<file path="src/sv/prd_pkg.sv">
// Package for the packet receive deframer: shared types, register indexes,
// result codes and the byte-wide CRC-16-CCITT update function.
// Used by every module in the sv folder; depends on nothing else.
package prd_pkg;

  localparam int MAX_PAYLOAD_DEF  = 64;
  localparam int BUFFER_BYTES_DEF = 72;

  localparam logic [15:0] CRC_INIT = 16'hFFFF;
  localparam logic [15:0] CRC_POLY = 16'h1021;
  localparam logic [7:0]  SEQ_NONE = 8'hFF;

  localparam logic [7:0]  SYNC_VALUE_RST     = 8'd170;
  localparam logic [7:0]  COMMAND_TYPE_RST   = 8'd16;
  localparam logic [7:0]  ACK_TYPE_RST       = 8'd4;
  localparam logic [7:0]  HANDSHAKE_TYPE_RST = 8'd5;
  localparam logic [15:0] TIMEOUT_MS_RST     = 16'd100;

  localparam int CFG_IDX_W  = 3;
  localparam int CFG_DATA_W = 16;

  typedef enum logic [CFG_IDX_W-1:0] {
    CFG_SYNC_VALUE     = 3'd0,
    CFG_COMMAND_TYPE   = 3'd1,
    CFG_ACK_TYPE       = 3'd2,
    CFG_HANDSHAKE_TYPE = 3'd3,
    CFG_TIMEOUT_MS     = 3'd4
  } cfg_idx_t;

  typedef enum logic [2:0] {
    RK_PAYLOAD = 3'd0,
    RK_GOOD    = 3'd1,
    RK_CRC_ERR = 3'd2,
    RK_LEN_ERR = 3'd3,
    RK_TIMEOUT = 3'd4
  } res_kind_t;

  typedef enum logic [6:0] {
    PH_SYNC = 7'b0000001,
    PH_TYPE = 7'b0000010,
    PH_LEN  = 7'b0000100,
    PH_SEQ  = 7'b0001000,
    PH_PAY  = 7'b0010000,
    PH_CRCL = 7'b0100000,
    PH_CRCH = 7'b1000000
  } phase_t;

  typedef struct packed {
    logic [7:0]  sync_value;
    logic [7:0]  command_type_min;
    logic [7:0]  ack_type_code;
    logic [7:0]  handshake_type_code;
    logic [15:0] timeout_ms;
  } cfg_t;

  typedef struct packed {
    res_kind_t   kind;
    logic [7:0]  payload_byte;
    logic [7:0]  frame_type;
    logic [7:0]  frame_length;
    logic [7:0]  frame_seq;
    logic [15:0] frame_crc;
    logic        seq_gap;
    logic        ack_valid;
    logic [7:0]  acked_seq;
    logic        handshake_done;
  } res_t;

  // One byte into the CRC, most significant bit first, eight shift steps.
  function automatic logic [15:0] crc16_byte(input logic [15:0] crc, input logic [7:0] b);
    logic [15:0] c;
    c = crc ^ {b, 8'h00};
    for (int i = 0; i < 8; i++) begin
      c = c[15] ? ((c << 1) ^ CRC_POLY) : (c << 1);
    end
    return c;
  endfunction

endpackage

</file>
<file path="src/sv/prd_parser.sv">
// Frame parser: phase register, header and CRC state, and the logic that
// turns one accepted byte or tick into at most one result.
// Depends on prd_pkg.
module prd_parser #(
  parameter int MAX_PAYLOAD  = prd_pkg::MAX_PAYLOAD_DEF,
  parameter int BUFFER_BYTES = prd_pkg::BUFFER_BYTES_DEF
) (
  input  logic           clk,
  input  logic           rst,
  input  logic           fire,
  input  logic           kind,
  input  logic [7:0]     rx_byte,
  input  logic           bypass,
  input  prd_pkg::cfg_t  cfg,
  output logic           res_valid,
  output prd_pkg::res_t  res
);

  localparam int SCW = $clog2(BUFFER_BYTES + 1);
  localparam int CW  = SCW + 1;

  prd_pkg::phase_t phase, phase_next;
  logic [SCW-1:0]  stored_count, stored_count_next;
  logic [7:0]      declared_len, declared_len_next;
  logic [7:0]      header_type, header_type_next;
  logic [7:0]      header_seq, header_seq_next;
  logic [15:0]     crc_accum, crc_accum_next;
  logic [7:0]      crc_low_byte, crc_low_byte_next;
  logic [7:0]      captured_ack_seq, captured_ack_seq_next;
  logic [7:0]      previous_seq, previous_seq_next;
  logic            handshake_flag, handshake_flag_next;
  logic [15:0]     idle_ms, idle_ms_next;

  logic [CW-1:0]   cnt_inc;
  logic            overflow;
  logic            legal;
  logic            check_ovf;
  logic [15:0]     crc_upd;
  logic [15:0]     rx_crc;
  prd_pkg::res_kind_t rk;
  logic [7:0]      pb;
  logic [15:0]     fcrc;
  logic            gap;
  logic            ackv;
  logic [7:0]      ackseq;

  assign cnt_inc  = {1'b0, stored_count} + CW'(1);
  assign overflow = cnt_inc >= CW'(BUFFER_BYTES);
  assign legal    = declared_len <= 8'(MAX_PAYLOAD);
  assign crc_upd  = prd_pkg::crc16_byte(crc_accum, rx_byte);
  assign rx_crc   = {rx_byte, crc_low_byte};

  always_comb begin
    phase_next            = phase;
    stored_count_next     = stored_count;
    declared_len_next     = declared_len;
    header_type_next      = header_type;
    header_seq_next       = header_seq;
    crc_accum_next        = crc_accum;
    crc_low_byte_next     = crc_low_byte;
    captured_ack_seq_next = captured_ack_seq;
    previous_seq_next     = previous_seq;
    handshake_flag_next   = handshake_flag;
    idle_ms_next          = idle_ms;
    res_valid             = 1'b0;
    check_ovf             = 1'b0;
    rk                    = prd_pkg::RK_PAYLOAD;
    pb                    = 8'd0;
    fcrc                  = 16'd0;
    gap                   = 1'b0;
    ackv                  = 1'b0;
    ackseq                = 8'd0;

    if (fire) begin
      if (bypass) begin
        phase_next        = prd_pkg::PH_SYNC;
        stored_count_next = '0;
        declared_len_next = 8'd0;
        crc_accum_next    = prd_pkg::CRC_INIT;
        idle_ms_next      = 16'd0;
      end else if (kind) begin
        if (phase != prd_pkg::PH_SYNC) begin
          if (idle_ms >= cfg.timeout_ms) begin
            phase_next        = prd_pkg::PH_SYNC;
            stored_count_next = '0;
            declared_len_next = 8'd0;
            idle_ms_next      = 16'd0;
            res_valid         = 1'b1;
            rk                = prd_pkg::RK_TIMEOUT;
          end else if (idle_ms != 16'hFFFF) begin
            idle_ms_next = idle_ms + 16'd1;
          end
        end
      end else begin
        idle_ms_next = 16'd0;
        unique case (phase)
          prd_pkg::PH_SYNC: begin
            if (rx_byte == cfg.sync_value) begin
              stored_count_next     = '0;
              declared_len_next     = 8'd0;
              header_type_next      = 8'd0;
              header_seq_next       = 8'd0;
              crc_accum_next        = prd_pkg::CRC_INIT;
              captured_ack_seq_next = 8'd0;
              phase_next            = prd_pkg::PH_TYPE;
            end
          end
          prd_pkg::PH_TYPE: begin
            header_type_next  = rx_byte;
            crc_accum_next    = crc_upd;
            stored_count_next = cnt_inc[SCW-1:0];
            phase_next        = prd_pkg::PH_LEN;
            check_ovf         = 1'b1;
          end
          prd_pkg::PH_LEN: begin
            declared_len_next = rx_byte;
            crc_accum_next    = crc_upd;
            stored_count_next = cnt_inc[SCW-1:0];
            phase_next        = prd_pkg::PH_SEQ;
            check_ovf         = 1'b1;
          end
          prd_pkg::PH_SEQ: begin
            header_seq_next   = rx_byte;
            crc_accum_next    = crc_upd;
            stored_count_next = cnt_inc[SCW-1:0];
            phase_next        = (declared_len != 8'd0) ? prd_pkg::PH_PAY : prd_pkg::PH_CRCL;
            check_ovf         = 1'b1;
          end
          prd_pkg::PH_PAY: begin
            // The second payload byte carries the acknowledged sequence number.
            if (stored_count == SCW'(4)) begin
              captured_ack_seq_next = rx_byte;
            end
            crc_accum_next    = crc_upd;
            stored_count_next = cnt_inc[SCW-1:0];
            if (9'(cnt_inc) >= {1'b0, declared_len} + 9'd3) begin
              phase_next = prd_pkg::PH_CRCL;
            end
            if (overflow) begin
              phase_next        = prd_pkg::PH_SYNC;
              stored_count_next = '0;
              declared_len_next = 8'd0;
              res_valid         = 1'b1;
              rk                = prd_pkg::RK_LEN_ERR;
            end else if (legal) begin
              res_valid = 1'b1;
              rk        = prd_pkg::RK_PAYLOAD;
              pb        = rx_byte;
            end
          end
          prd_pkg::PH_CRCL: begin
            crc_low_byte_next = rx_byte;
            stored_count_next = cnt_inc[SCW-1:0];
            phase_next        = prd_pkg::PH_CRCH;
            check_ovf         = 1'b1;
          end
          prd_pkg::PH_CRCH: begin
            stored_count_next = cnt_inc[SCW-1:0];
            phase_next        = prd_pkg::PH_SYNC;
            res_valid         = 1'b1;
            if (!legal) begin
              rk = prd_pkg::RK_LEN_ERR;
            end else if (rx_crc != crc_accum) begin
              rk   = prd_pkg::RK_CRC_ERR;
              fcrc = rx_crc;
            end else begin
              rk   = prd_pkg::RK_GOOD;
              fcrc = rx_crc;
              gap  = (header_type >= cfg.command_type_min) &&
                     (previous_seq != prd_pkg::SEQ_NONE) &&
                     (header_seq != previous_seq + 8'd1);
              previous_seq_next = header_seq;
              if (header_type == cfg.handshake_type_code) begin
                handshake_flag_next = 1'b1;
              end
              ackv   = (header_type == cfg.ack_type_code) && (declared_len >= 8'd4);
              ackseq = ackv ? captured_ack_seq : 8'd0;
            end
          end
          default: begin
            phase_next        = prd_pkg::PH_SYNC;
            stored_count_next = '0;
            declared_len_next = 8'd0;
          end
        endcase

        // A header byte or the low CRC byte that fills the buffer abandons the frame.
        if (check_ovf && overflow) begin
          phase_next        = prd_pkg::PH_SYNC;
          stored_count_next = '0;
          declared_len_next = 8'd0;
          res_valid         = 1'b1;
          rk                = prd_pkg::RK_LEN_ERR;
        end
      end
    end

    res.kind           = rk;
    res.payload_byte   = pb;
    res.frame_type     = header_type_next;
    res.frame_length   = declared_len_next;
    res.frame_seq      = header_seq_next;
    res.frame_crc      = fcrc;
    res.seq_gap        = gap;
    res.ack_valid      = ackv;
    res.acked_seq      = ackseq;
    res.handshake_done = handshake_flag_next;
  end

  always_ff @(posedge clk) begin
    if (rst) begin
      phase            <= prd_pkg::PH_SYNC;
      stored_count     <= '0;
      declared_len     <= 8'd0;
      header_type      <= 8'd0;
      header_seq       <= 8'd0;
      crc_accum        <= prd_pkg::CRC_INIT;
      crc_low_byte     <= 8'd0;
      captured_ack_seq <= 8'd0;
      previous_seq     <= prd_pkg::SEQ_NONE;
      handshake_flag   <= 1'b0;
      idle_ms          <= 16'd0;
    end else begin
      phase            <= phase_next;
      stored_count     <= stored_count_next;
      declared_len     <= declared_len_next;
      header_type      <= header_type_next;
      header_seq       <= header_seq_next;
      crc_accum        <= crc_accum_next;
      crc_low_byte     <= crc_low_byte_next;
      captured_ack_seq <= captured_ack_seq_next;
      previous_seq     <= previous_seq_next;
      handshake_flag   <= handshake_flag_next;
      idle_ms          <= idle_ms_next;
    end
  end

  a_bypass_to_sync: assert property (@(posedge clk) disable iff (rst)
    fire && bypass |=> phase == prd_pkg::PH_SYNC)
    else $error("parser not back in sync hunt after bypass");

  a_status_ends_frame: assert property (@(posedge clk) disable iff (rst)
    res_valid && res.kind != prd_pkg::RK_PAYLOAD |=> phase == prd_pkg::PH_SYNC)
    else $error("status result did not end the frame");

  a_handshake_sticky: assert property (@(posedge clk) disable iff (rst)
    handshake_flag |=> handshake_flag)
    else $error("handshake flag cleared outside reset");

  // The last CRC byte may bring the count up to the buffer size, but only as
  // the frame closes and the parser goes back to the sync hunt.
  a_count_bounded: assert property (@(posedge clk) disable iff (rst)
    phase != prd_pkg::PH_SYNC |-> {1'b0, stored_count} < CW'(BUFFER_BYTES))
    else $error("stored byte count reached the buffer size inside a frame");

endmodule

</file>
<file path="src/sv/prd_outbuf.sv">
// Two-entry result buffer: an output register and a skid register, so a
// result can be produced while the previous one still waits for its transfer.
// Depends on prd_pkg.
module prd_outbuf (
  input  logic          clk,
  input  logic          rst,
  input  logic          push,
  input  prd_pkg::res_t push_data,
  output logic          space,
  output logic          head_valid,
  output prd_pkg::res_t head,
  input  logic          pop_ready
);

  logic          skid_valid;
  prd_pkg::res_t skid;
  logic          pop;

  assign space = !skid_valid;
  assign pop   = head_valid && pop_ready;

  always_ff @(posedge clk) begin
    if (rst) begin
      head_valid <= 1'b0;
      skid_valid <= 1'b0;
    end else if (pop) begin
      if (skid_valid) begin
        head_valid <= 1'b1;
        skid_valid <= 1'b0;
      end else begin
        head_valid <= push;
      end
    end else if (push) begin
      if (head_valid) begin
        skid_valid <= 1'b1;
      end else begin
        head_valid <= 1'b1;
      end
    end
  end

  always_ff @(posedge clk) begin
    if (pop && skid_valid) begin
      head <= skid;
    end else if (push && (pop || !head_valid)) begin
      head <= push_data;
    end
    if (push && head_valid && !pop) begin
      skid <= push_data;
    end
  end

  a_skid_behind_head: assert property (@(posedge clk) disable iff (rst)
    skid_valid |-> head_valid)
    else $error("skid entry held without an output entry");

  a_no_push_when_full: assert property (@(posedge clk) disable iff (rst)
    skid_valid |-> !push)
    else $error("result produced with both entries occupied");

  a_skid_moves_up: assert property (@(posedge clk) disable iff (rst)
    skid_valid && pop_ready |=> head_valid && !skid_valid)
    else $error("skid entry lost on transfer");

endmodule

</file>
<file path="src/sv/packet_receive_deframer_crc16.sv">
// Sync-byte packet deframer with CRC-16-CCITT: the top level.
// Holds the configuration registers and joins the parser to the result buffer.
// Depends on prd_pkg, prd_parser and prd_outbuf.
//
// Each input transfer is a received byte or a one millisecond tick; the block
// takes one per clock cycle while in_ready is high, and each leaves at most one
// result. A transfer is decoded and folded into the parser state (including a
// byte-wide CRC update) in the cycle it is accepted, and its result is
// registered in the two-entry result buffer, which keeps the input open while
// one result waits; input ready drops only when both entries are full. Results
// are payload bytes of frames with a legal length and at most one status per
// frame (good, CRC error, length error, timeout). The user must write
// configuration only while the block is idle; the block does not enforce this.
module packet_receive_deframer_crc16 #(
  parameter int MAX_PAYLOAD  = prd_pkg::MAX_PAYLOAD_DEF,
  parameter int BUFFER_BYTES = prd_pkg::BUFFER_BYTES_DEF
) (
  input  logic                           clk,
  input  logic                           rst,
  input  logic                           in_valid,
  output logic                           in_ready,
  input  logic                           kind,
  input  logic [7:0]                     rx_byte,
  input  logic                           bypass,
  output logic                           out_valid,
  input  logic                           out_ready,
  output logic [2:0]                     result_kind,
  output logic [7:0]                     payload_byte,
  output logic [7:0]                     frame_type,
  output logic [7:0]                     frame_length,
  output logic [7:0]                     frame_seq,
  output logic [15:0]                    frame_crc,
  output logic                           seq_gap,
  output logic                           ack_valid,
  output logic [7:0]                     acked_seq,
  output logic                           handshake_done,
  input  logic                           cfg_wr_en,
  input  logic [prd_pkg::CFG_IDX_W-1:0]  cfg_index,
  input  logic [prd_pkg::CFG_DATA_W-1:0] cfg_data
);

  prd_pkg::cfg_t cfg;
  prd_pkg::res_t res;
  prd_pkg::res_t head;
  logic          res_valid;
  logic          fire;

  assign fire = in_valid && in_ready;

  always_ff @(posedge clk) begin
    if (rst) begin
      cfg.sync_value          <= prd_pkg::SYNC_VALUE_RST;
      cfg.command_type_min    <= prd_pkg::COMMAND_TYPE_RST;
      cfg.ack_type_code       <= prd_pkg::ACK_TYPE_RST;
      cfg.handshake_type_code <= prd_pkg::HANDSHAKE_TYPE_RST;
      cfg.timeout_ms          <= prd_pkg::TIMEOUT_MS_RST;
    end else if (cfg_wr_en) begin
      unique case (cfg_index)
        prd_pkg::CFG_SYNC_VALUE:     cfg.sync_value          <= cfg_data[7:0];
        prd_pkg::CFG_COMMAND_TYPE:   cfg.command_type_min    <= cfg_data[7:0];
        prd_pkg::CFG_ACK_TYPE:       cfg.ack_type_code       <= cfg_data[7:0];
        prd_pkg::CFG_HANDSHAKE_TYPE: cfg.handshake_type_code <= cfg_data[7:0];
        prd_pkg::CFG_TIMEOUT_MS:     cfg.timeout_ms          <= cfg_data[15:0];
        default: begin
        end
      endcase
    end
  end

  prd_parser #(
    .MAX_PAYLOAD  (MAX_PAYLOAD),
    .BUFFER_BYTES (BUFFER_BYTES)
  ) u_parser (
    .clk       (clk),
    .rst       (rst),
    .fire      (fire),
    .kind      (kind),
    .rx_byte   (rx_byte),
    .bypass    (bypass),
    .cfg       (cfg),
    .res_valid (res_valid),
    .res       (res)
  );

  prd_outbuf u_outbuf (
    .clk        (clk),
    .rst        (rst),
    .push       (res_valid),
    .push_data  (res),
    .space      (in_ready),
    .head_valid (out_valid),
    .head       (head),
    .pop_ready  (out_ready)
  );

  assign result_kind    = head.kind;
  assign payload_byte   = head.payload_byte;
  assign frame_type     = head.frame_type;
  assign frame_length   = head.frame_length;
  assign frame_seq      = head.frame_seq;
  assign frame_crc      = head.frame_crc;
  assign seq_gap        = head.seq_gap;
  assign ack_valid      = head.ack_valid;
  assign acked_seq      = head.acked_seq;
  assign handshake_done = head.handshake_done;

endmodule

</file>
<file path="config.mk">
export PLATFORM = sky130hd
export DESIGN_NAME = packet_receive_deframer_crc16
export DESIGN_NICKNAME = d
export VERILOG_FILES = /design/src/sv/prd_pkg.sv /design/src/sv/prd_parser.sv /design/src/sv/prd_outbuf.sv /design/src/sv/packet_receive_deframer_crc16.sv
export SDC_FILE = /design/constraint.sdc
export NUM_CORES = 1
export LEC_CHECK = 0
export ABC_AREA = 1
export BUFFER_PORTS_ARGS = -buffer_cell sky130_fd_sc_hd__buf_2
export CAP_MARGIN = 0
export CORE_MARGIN = 2
export CORE_UTILIZATION = 35
export CTS_CLUSTER_DIAMETER = 50
export DETAILED_ROUTE_END_ITERATION = 6
export PLACE_DENSITY = 0.63
export SLEW_MARGIN = 25
export SYNTH_ARGS = -nofsm -noshare
export SYNTH_HDL_FRONTEND = slang
export SYNTH_HIERARCHICAL = 1
export SYNTH_SLANG_ARGS = --single-unit
</file>
<file path="constraint.sdc">
create_clock -name clk -period 4.8 [get_ports clk]
set_input_delay 0.72 -clock clk [delete_from_list [all_inputs] [get_ports clk]]
set_output_delay 0.72 -clock clk [all_outputs]
set_load 0.005 [all_outputs]
</file>
==> flow_metrics.tcl, run 1 <==
set metrics [dict create \
    max_slew_margin_pct 34.7 \
    worstPathRequired_ps 4950 \
    die_w_um 204 \
    drive_gt1_share_pct 14.2 \
    synth-edff-count 124 \
    synthCells 1750 \
    end_kind "register" \
    crit_buf_inv 3 \
    dieArea_um2 41700 \
    setup_violations 0 \
    reg2reg_depth 11 \
    viasPerCell 4.84 \
    crit_arrival_ps 3620 \
    antenna_found_initial 1 \
    grt_pass1_vias 11000 \
    worstHoldPathType "input port to register" \
    grt_max_degree 64 \
    tightest_slew_ps 975 \
    status "complete, no violations" \
    h-tree-depth 2 \
    cts_tree "done" \
    clk_latency_ps 530 \
    wire_per_inst_um 15.2 \
    initial_utilization_pct 35.4 \
    core_area_um2 39600 \
    seq_area_frac_synth_pct 47.2 \
    ir_drop_v 0.000265 \
    dr.pass1.iters 5 \
    hold_buffers 0 \
    cts_resized 0 \
    layout.cells.non_filler 2382 \
    dr.first_iter.drc_count 817 \
    whs_ps 411 \
    placementRows 73 \
    synth_top_area_share_pct 26.5 \
    final_common_cell "nand2_1" \
    cts_setup_buffers 0 \
    cp_slowest_stage_delay_ps 620 \
    synthToLayoutAreaGrowth_pct 14.4 \
    mostFrequentLayoutCells "nand2_1, nor2_1, dfxtp_1, inv_1" \
    dp_hpwl_mm 26.2 \
    nets 1901 \
    synthDistinctLibCells 52 \
    grt_pass1_wl_mm 57.9 \
    min_path_cells 3 \
    ant_nets 0 \
    total_power_mw 6.12 \
    yosysWarnings 6 \
    worst_setup_path_start_kind "register" \
    track_usage_pct 17.4 \
    root_buffer "clkbuf_16" \
    worstSetupPathType "register to register" \
    crit_slowest_cell "buf_4" \
    synth.avg_cell_area_um2 8.02 \
    crit_family "simple AND/OR/NAND/NOR gates" \
    max_freq_mhz 289 \
    cts.sinks 269 \
    numCtsBuffers 36 \
    fillers 4061 \
    syn-cell-area_um2 14000 \
    clk_path_buf_depth 3 \
    ys.flop_type "dfxtp_1" \
    skew_ps 25.5 \
    hold_violations 0 \
    maxSlewViolCount 0 \
    drcViolationCount 0 \
    grt-ovfl-total 0 \
    die_h_um 204 \
    routed_wl_mm 36.3 \
    gp_congestion 0.863 \
    rsz0062_at_grt "no" \
    fin_tns_setup_ps 0 \
    period_share_pct 72.1 \
    yosys.area.top_type "edfxtp_1" \
    synthTopCellsByArea "edfxtp_1, dfxtp_1, nand2_1" \
    num_vias 11500 \
    drv_cap 0 \
    cellLeakagePower_nw 7.34 \
    power_density_nw_per_um2 381 \
    dp_cells 2316 \
    clkSlewWorstSetupHoldPaths_ps 60 \
    synthArstFlopShare_pct 0 \
    cp_max_fo 62 \
    ys_ff_latch 269 \
    period_needed_ps 3460 \
    crit_chain "inv_1 -> ha_1 -> nand4_1 -> nor3_1 -> nand3_1 -> nand3_1 -> nand2_1 -> o2111ai_1 -> inv_1 -> nor2_4 -> buf_4" \
    ios 98 \
    worst-path-stages 11 \
    io_buffers 97 \
    synth_nets 1822 \
]
path summary, 6_finish.rpt:
path / slack [ps] / endpoint / startpoint
max reg2reg: 1340 / u_outbuf/skid[6] / cfg[11]
max: 1340 / u_outbuf/skid[6] / cfg[11]
min: 410 / cfg[36] / cfg_data[4]
min reg2reg: 460 / u_parser/handshake_flag / u_parser/handshake_flag
stage by stage:
step	area [um2]	setup WS (ps)	util, %
after floorplan	14000	825	-
after global placement	14800	1290	37.3
after detailed placement	14800	1170	37.3
after CTS	16100	1310	40.5
after global routing	16100	1080	40.5
final	16100	1340	40.5
flip-flops by register name, summed over array words and instances, names as in the netlist:
register	cells
u_parser/previous_seq	8
u_parser/header_type	8
u_outbuf/head	62
u_parser/handshake_flag	1
u_parser/stored_count	7
u_parser/declared_len	8
u_parser/header_seq	8
u_outbuf/head_valid	1
cfg	48
u_outbuf/skid	62
u_parser/crc_low_byte	8
u_parser/crc_accum	16
u_parser/idle_ms	16
u_parser/phase	7
u_outbuf/skid_valid	1
u_parser/captured_ack_seq	8
worst min-delay path, delay by kind of cell:
family / cells / cell delay [ps]
and+or+nand+nor: 2 / 100
buffers and inverters: 1 / 90
synth_stat cells, drive strengths merged (2+ instances only):
| master | instances |
|---|---|
| nand2 | 587 |
| nor2 | 205 |
| inv | 165 |
| dfxtp | 145 |
| nand3 | 128 |
| edfxtp | 124 |
| a21oi | 94 |
| buf | 52 |
| ha | 38 |
| xor2 | 34 |
| nor3 | 30 |
| nand4 | 29 |
| o21ai | 29 |
| nand3b | 23 |
| xnor2 | 22 |
| or2 | 11 |
| clkbuf | 10 |
| nor4 | 5 |
| o211ai | 5 |
| and3b | 3 |
| clkinv | 2 |
| nor3b | 2 |
| o21a | 2 |
metal layers:
metal,global-route usage [%],share of wire (%),up-vias
met2,28.8,46,304
met1,23.4,45,5343
met5,0,0,-
met4,5.18,2.6,0
li1,-,-,5821
met3,2.61,5.7,69
final cells by class:
cell class                      instances  area [um2]  area share [%]
Inverter                              167         633            3.94
Multi-Input combinational cell       1252        6340            39.5
Timing Repair Buffer                  103         543            3.38
Antenna cell                            1        2.50          0.0156
Sequential cell                       269        6630            41.3
Clock inverter                         25         328            2.04
Tap cell                              525         657            4.09
Clock buffer                           40         926            5.77
report_power, final:
| group | internal (mW) | total, mW | switching (mW) |
|---|---|---|---|
| sequential | 2.45 | 2.52 | 0.0675 |
| combinational | 0.260 | 0.821 | 0.561 |
| clock | 1.74 | 2.78 | 1.04 |
cell families (layout without fill, tap and decap cells):
| family | Yosys count | count (layout) | share of synthesized area [%] |
|---|---|---|---|
| AOI/OAI and AO/OA | 135 | 135 | 5.35 |
| buffers and inverters | 229 | 335 | 7.71 |
| adders and majority gates | 38 | 38 | 3.39 |
| xor gates and xnor gates | 56 | 56 | 3.71 |
| DFF | 269 | 269 | 47.2 |
| and+or+nand+nor | 1023 | 1023 | 32.7 |
| other | 0 | 1 | 0 |
No activity file was read; power rests on OpenSTA's default activity.
==> run 2, diff against run 1 <==
clock period = 3.1 ns   (was 4.8 ns; I/O delays follow)
==> flow_metrics.tcl, run 2 (synthesis results as in run 1) <==
set metrics [dict create \
    whs_ps 149 \
    cts_resized 0 \
    min_path_cells 3 \
    dp_cells 2328 \
    h-tree-depth 2 \
    cts_tree "done" \
    clk_path_buf_depth 3 \
    clkSlewWorstSetupHoldPaths_ps 50 \
    hold_violations 0 \
    skew_ps 36.9 \
    cts_setup_buffers 0 \
    hp-start "cfg_data[4]" \
    dp_hpwl_mm 26.2 \
    root_buffer "clkbuf_16" \
    core_area_um2 39600 \
    grt_max_degree 64 \
    drv_cap 0 \
    initial_utilization_pct 35.4 \
    drive_gt1_share_pct 14.7 \
    ant_nets 0 \
    gp_congestion 0.874 \
    wire_per_inst_um 15.0 \
    ir_drop_v 0.000432 \
    r2r_slack_ps 230 \
    dr.first_iter.drc_count 938 \
    power_density_nw_per_um2 575 \
    rsz0062_at_grt "no" \
    cp_max_fo 22 \
    period_needed_ps 2870 \
    tightest_slew_ps 875 \
    placementRows 73 \
    worstHoldPathType "input port to register" \
    maxSlewViolCount 0 \
    worstSetupPathType "register to register" \
    cellLeakagePower_nw 7.37 \
    cts.sinks 269 \
    clk_latency_ps 550 \
    worstReg2RegStart "u_parser/stored_count[0]" \
    status "complete, no violations" \
    io_buffers 97 \
    grt_pass1_wl_mm 57.3 \
    drcViolationCount 0 \
    routed_wl_mm 36.0 \
    crit_chain "ha_1 -> nand2_1 -> inv_2 -> nand3_2 -> xor2_2 -> nand2_2 -> nand2_4 -> nand2_1 -> nand2_1 -> nand2_1 -> o2111ai_2 -> inv_1 -> nor2_4 -> buf_4" \
    worst_setup_path_start_kind "register" \
    insertedDiodeCount 0 \
    die_w_um 204 \
    max_slew_margin_pct 41.4 \
    die_h_um 204 \
    mostFrequentLayoutCells "nand2_1, nor2_1, dfxtp_1, inv_1" \
    viasPerCell 4.84 \
    crit_slowest_cell "dfxtp_1" \
    reg2reg_depth 14 \
    hold_buffers 0 \
    end_kind "register" \
    layout_setup_ws_ps 230 \
    dr.pass1.iters 7 \
    cp_slowest_stage_delay_ps 470 \
    num_vias 11600 \
    fin_tns_setup_ps 0 \
    synthToLayoutAreaGrowth_pct 14.6 \
    crit_top_cell "nand2_1" \
    layout.cells.non_filler 2394 \
    min_to "cfg[36]" \
    ios 98 \
    crit_arrival_ps 3070 \
    track_usage_pct 17.3 \
    r2r_end "u_outbuf/skid[35]" \
    numCtsBuffers 36 \
    pre_cts_ws_ps 184 \
    period_share_pct 92.6 \
    final_common_cell "nand2_1" \
    dieArea_um2 41700 \
    worstPathRequired_ps 3300 \
    nets 1913 \
    cp-startpoint "u_parser/stored_count[0]" \
    finish.utilization_pct 40.6 \
    antenna_found_initial 0 \
    reg_top3 "u_outbuf/head x62, u_outbuf/skid x62, cfg x48" \
    max_freq_mhz 348 \
    grt_pass1_vias 10800 \
    grt-ovfl-total 0 \
    setup_violations 0 \
]
==> run 2: changes by cell type in the layout (fill, tap and decap cells not counted), sizes merged <==
| cell | previous run | this run |
|---|---|---|
| buf | 103 | 115 |
| bufinv | 6 | 3 |
| clkinv | 12 | 16 |
| clkinvlp | 4 | 3 |
| diode | 1 | 0 |
| inv | 170 | 171 |
==> run 2: per-layer routing <==
metal / part of all wire, % / wire (um) / GRT usage (%)
met2: 46 / 16700 / 28.2
met1: 46 / 16400 / 23.4
met5: 0 / 0 / 0
met3: 5.9 / 2120 / 2.77
met4: 2.2 / 774 / 5.25
==> run 2: worst max-delay path, delay by kind of cell (launching register included) <==
kind                       cells  cell delay (ps)
buffers and inverters          3              530
and+or+nand+nor                8              960
AOI/OAI and AO/OA              1              140
DFF                            1              470
xor gates and xnor gates       1              190
adders and majority gates      1              240
==> run 2: worst max path at each step <==
stage	endpoint	depth (start not counted)
3_5_place_dp	u_outbuf/head[1]	13
5_1_grt	u_outbuf/skid[35]	14
3_3_place_gp	u_outbuf/head[4]	13
4_1_cts	u_outbuf/skid[46]	14
2_1_floorplan	u_outbuf/skid[0]	10
6_report	u_outbuf/skid[35]	14
==> run 2: report_power, final <==
part | switching (mW) | total (mW) | internal, mW
clock network | 1.64 | 4.07 | 2.43
logic | 0.863 | 1.28 | 0.418
registers | 0.106 | 3.91 | 3.80
total | 2.60 | 9.26 | 6.65
==> run 2: final cells by class <==
type / count / area, um2
Inverter: 167 / 633
Clock inverter: 26 / 269
Fill cell: 4096 / 23500
Multi-Input combinational cell: 1252 / 6350
Tap cell: 525 / 657
Sequential cell: 269 / 6630
Timing Repair Buffer: 115 / 646
Clock buffer: 40 / 916
==> run 2: through the flow <==
stage / power, mW / instance area, um2
after floorplan: 4.97 / 14100
after global placement: 5.23 / 14900
after detailed placement: 5.25 / 14900
after CTS: 9.35 / 16100
after global routing: 9.66 / 16100
final: 9.26 / 16100
==> run 3, diff against run 2 <==
CORE_UTILIZATION = 25   (was 35)
GPL_ROUTABILITY_DRIVEN = 0   (was unset)
PLACE_DENSITY = 0.51   (was 0.63)
==> flow_metrics.tcl, run 3 (synthesis results as in run 1) <==
set metrics [dict create \
    status "complete, no violations" \
    numCtsBuffers 36 \
    dp_hpwl_mm 28.5 \
    die_w_um 241 \
    grt_pass1_wl_mm 60.5 \
    clk_path_buf_depth 3 \
    hold_violations 0 \
    antenna_found_initial 2 \
    ant_nets 0 \
    cellLeakagePower_nw 7.41 \
    wire_per_inst_um 15.0 \
    dieArea_um2 58100 \
    worstHoldPathType "input port to register" \
    period_share_pct 91.3 \
    synthToLayoutAreaGrowth_pct 17.0 \
    grt_pass1_vias 10900 \
    switching_share_pct 29.0 \
    tightest_slew_ps 944 \
    ios 98 \
    maxSlewViolCount 0 \
    register_area_um2 6630 \
    skew_ps 22.3 \
    cts_setup_buffers 0 \
    mostFrequentLayoutCells "nand2_1, nor2_1, dfxtp_1, inv_1" \
    nets 1921 \
    cp-startpoint "u_parser/stored_count[1]" \
    worstReg2RegStart "u_parser/stored_count[1]" \
    finish.utilization_pct 29.7 \
    root_buffer "clkbuf_16" \
    core_area_um2 55300 \
    num_vias 11700 \
    cts.sinks 269 \
    initial_utilization_pct 25.4 \
    total_power_mw 9.19 \
    p_sw_mw 2.66 \
    ir_drop_v 0.000389 \
    layout_setup_ws_ps 269 \
    max_freq_mhz 353 \
    drv_cap 0 \
    dr.pass1.iters 6 \
    fin_tns_setup_ps 0 \
    rsz0062_at_grt "no" \
    design_area_um2 16400 \
    pre_cts_ws_ps 195 \
    crit_chain "ha_1 -> nand2_1 -> inv_2 -> nand3_2 -> xor2_2 -> nand2_2 -> nand2_4 -> nand2_1 -> nand2_1 -> nand2_1 -> o2111ai_2 -> nand2_1 -> nand2_2 -> clkbuf_16" \
    period_needed_ps 2830 \
    worstPathRequired_ps 3330 \
    grt-ovfl-total 0 \
    die_h_um 241 \
    end_kind "register" \
    dp_cells 2558 \
    whs_ps 159 \
    intPower_mw 6.53 \
    drcViolationCount 0 \
    drive_gt1_share_pct 15.1 \
    track_usage_pct 13.3 \
    placed_area_um2 15300 \
    p_clk_share_pct 43.2 \
    hold_buffers 0 \
    h-tree-depth 2 \
    cts_resized 0 \
    layout.cells.non_filler 2624 \
    cp_slowest_stage_delay_ps 420 \
    worst_setup_path_start_kind "register" \
    power_density_nw_per_um2 559 \
    setup_violations 0 \
    dr.first_iter.drc_count 784 \
    crit_slowest_cell "dfxtp_1" \
    io_buffers 97 \
    crit_top_cell "nand2_1" \
    clkSlewWorstSetupHoldPaths_ps 60 \
    crit_arrival_ps 3060 \
    fillers 6006 \
    p_seq_share_pct 42.5 \
    final_common_cell "nand2_1" \
    grt_max_degree 64 \
    pwr-share-comb_pct 14.3 \
    multi_input_area_um2 6350 \
    worstSetupPathType "register to register" \
    placementRows 86 \
    routed_wl_mm 39.4 \
    cp_max_fo 31 \
    clk_latency_ps 540 \
    reg_top3 "u_outbuf/head x62, u_outbuf/skid x62, cfg x48" \
    insertedDiodeCount 0 \
    hp-start "cfg_data[4]" \
    viasPerCell 4.44 \
    max_slew_margin_pct 36.8 \
    cts_tree "done" \
]
-- run 3: cell types whose count changed in the layout (fill, tap and decap cells not counted), moves of 2 or more --
cell | previous run | this run
clkbuf_1 | 4 | 6
buf_4 | 16 | 22
bufinv_16 | 3 | 1
clkinv_2 | 5 | 7
clkinv_1 | 7 | 4
inv_8 | 0 | 3
inv_6 | 5 | 3
-- run 3: path summary, 6_finish.rpt --
path	to	slack, ps	cells after the start
setup reg to reg	u_outbuf/head[46]	270	14
hold / removal	cfg[36]	160	3
hold reg to reg	u_parser/handshake_flag	460	2
setup / recovery	u_outbuf/head[46]	270	14
-- run 3: power by group through the flow --
stage                     registers [mW]  logic [mW]  clock network, mW
after global placement              3.97        1.29                  0
after floorplan                     3.95        1.02                  0
final                               3.91        1.32               3.96
after global routing                3.92        1.47               4.22
after CTS                           3.90        1.31               4.09
after detailed placement            3.98        1.31                  0
-- run 3: per-layer routing --
layer / vias to the layer above / track usage, % / part of all wire [%] / wire [um]
met4: 0 / 3.09 / 1.6 / 644
met1: 5480 / 18.2 / 47 / 18500
met5: - / 0 / 0 / 0
li1: 5858 / - / - / -
met2: 274 / 21.7 / 46 / 18200
met3: 46 / 2.33 / 5.3 / 2100
-- run 3: final cells by class --
cell class | count | area share, %
clock buffers | 43 | 5.70
multi-input cells | 1252 | 38.7
well taps | 748 | 5.70
flip-flops and latches | 269 | 40.3
clock inverters | 22 | 1.22
inverters | 167 | 3.85
repair buffers | 123 | 4.52
-- run 3: worst max-delay path: cells and delay by family, from the launching register on --
family | cells | cell delay (ps)
XOR/XNOR | 1 | 210
adder cells (fa/ha/maj) | 1 | 230
buffers and inverters | 2 | 360
AND/OR/NAND/NOR | 9 | 1160
flip-flops | 1 | 420
AO/OA/AOI/OAI | 1 | 130
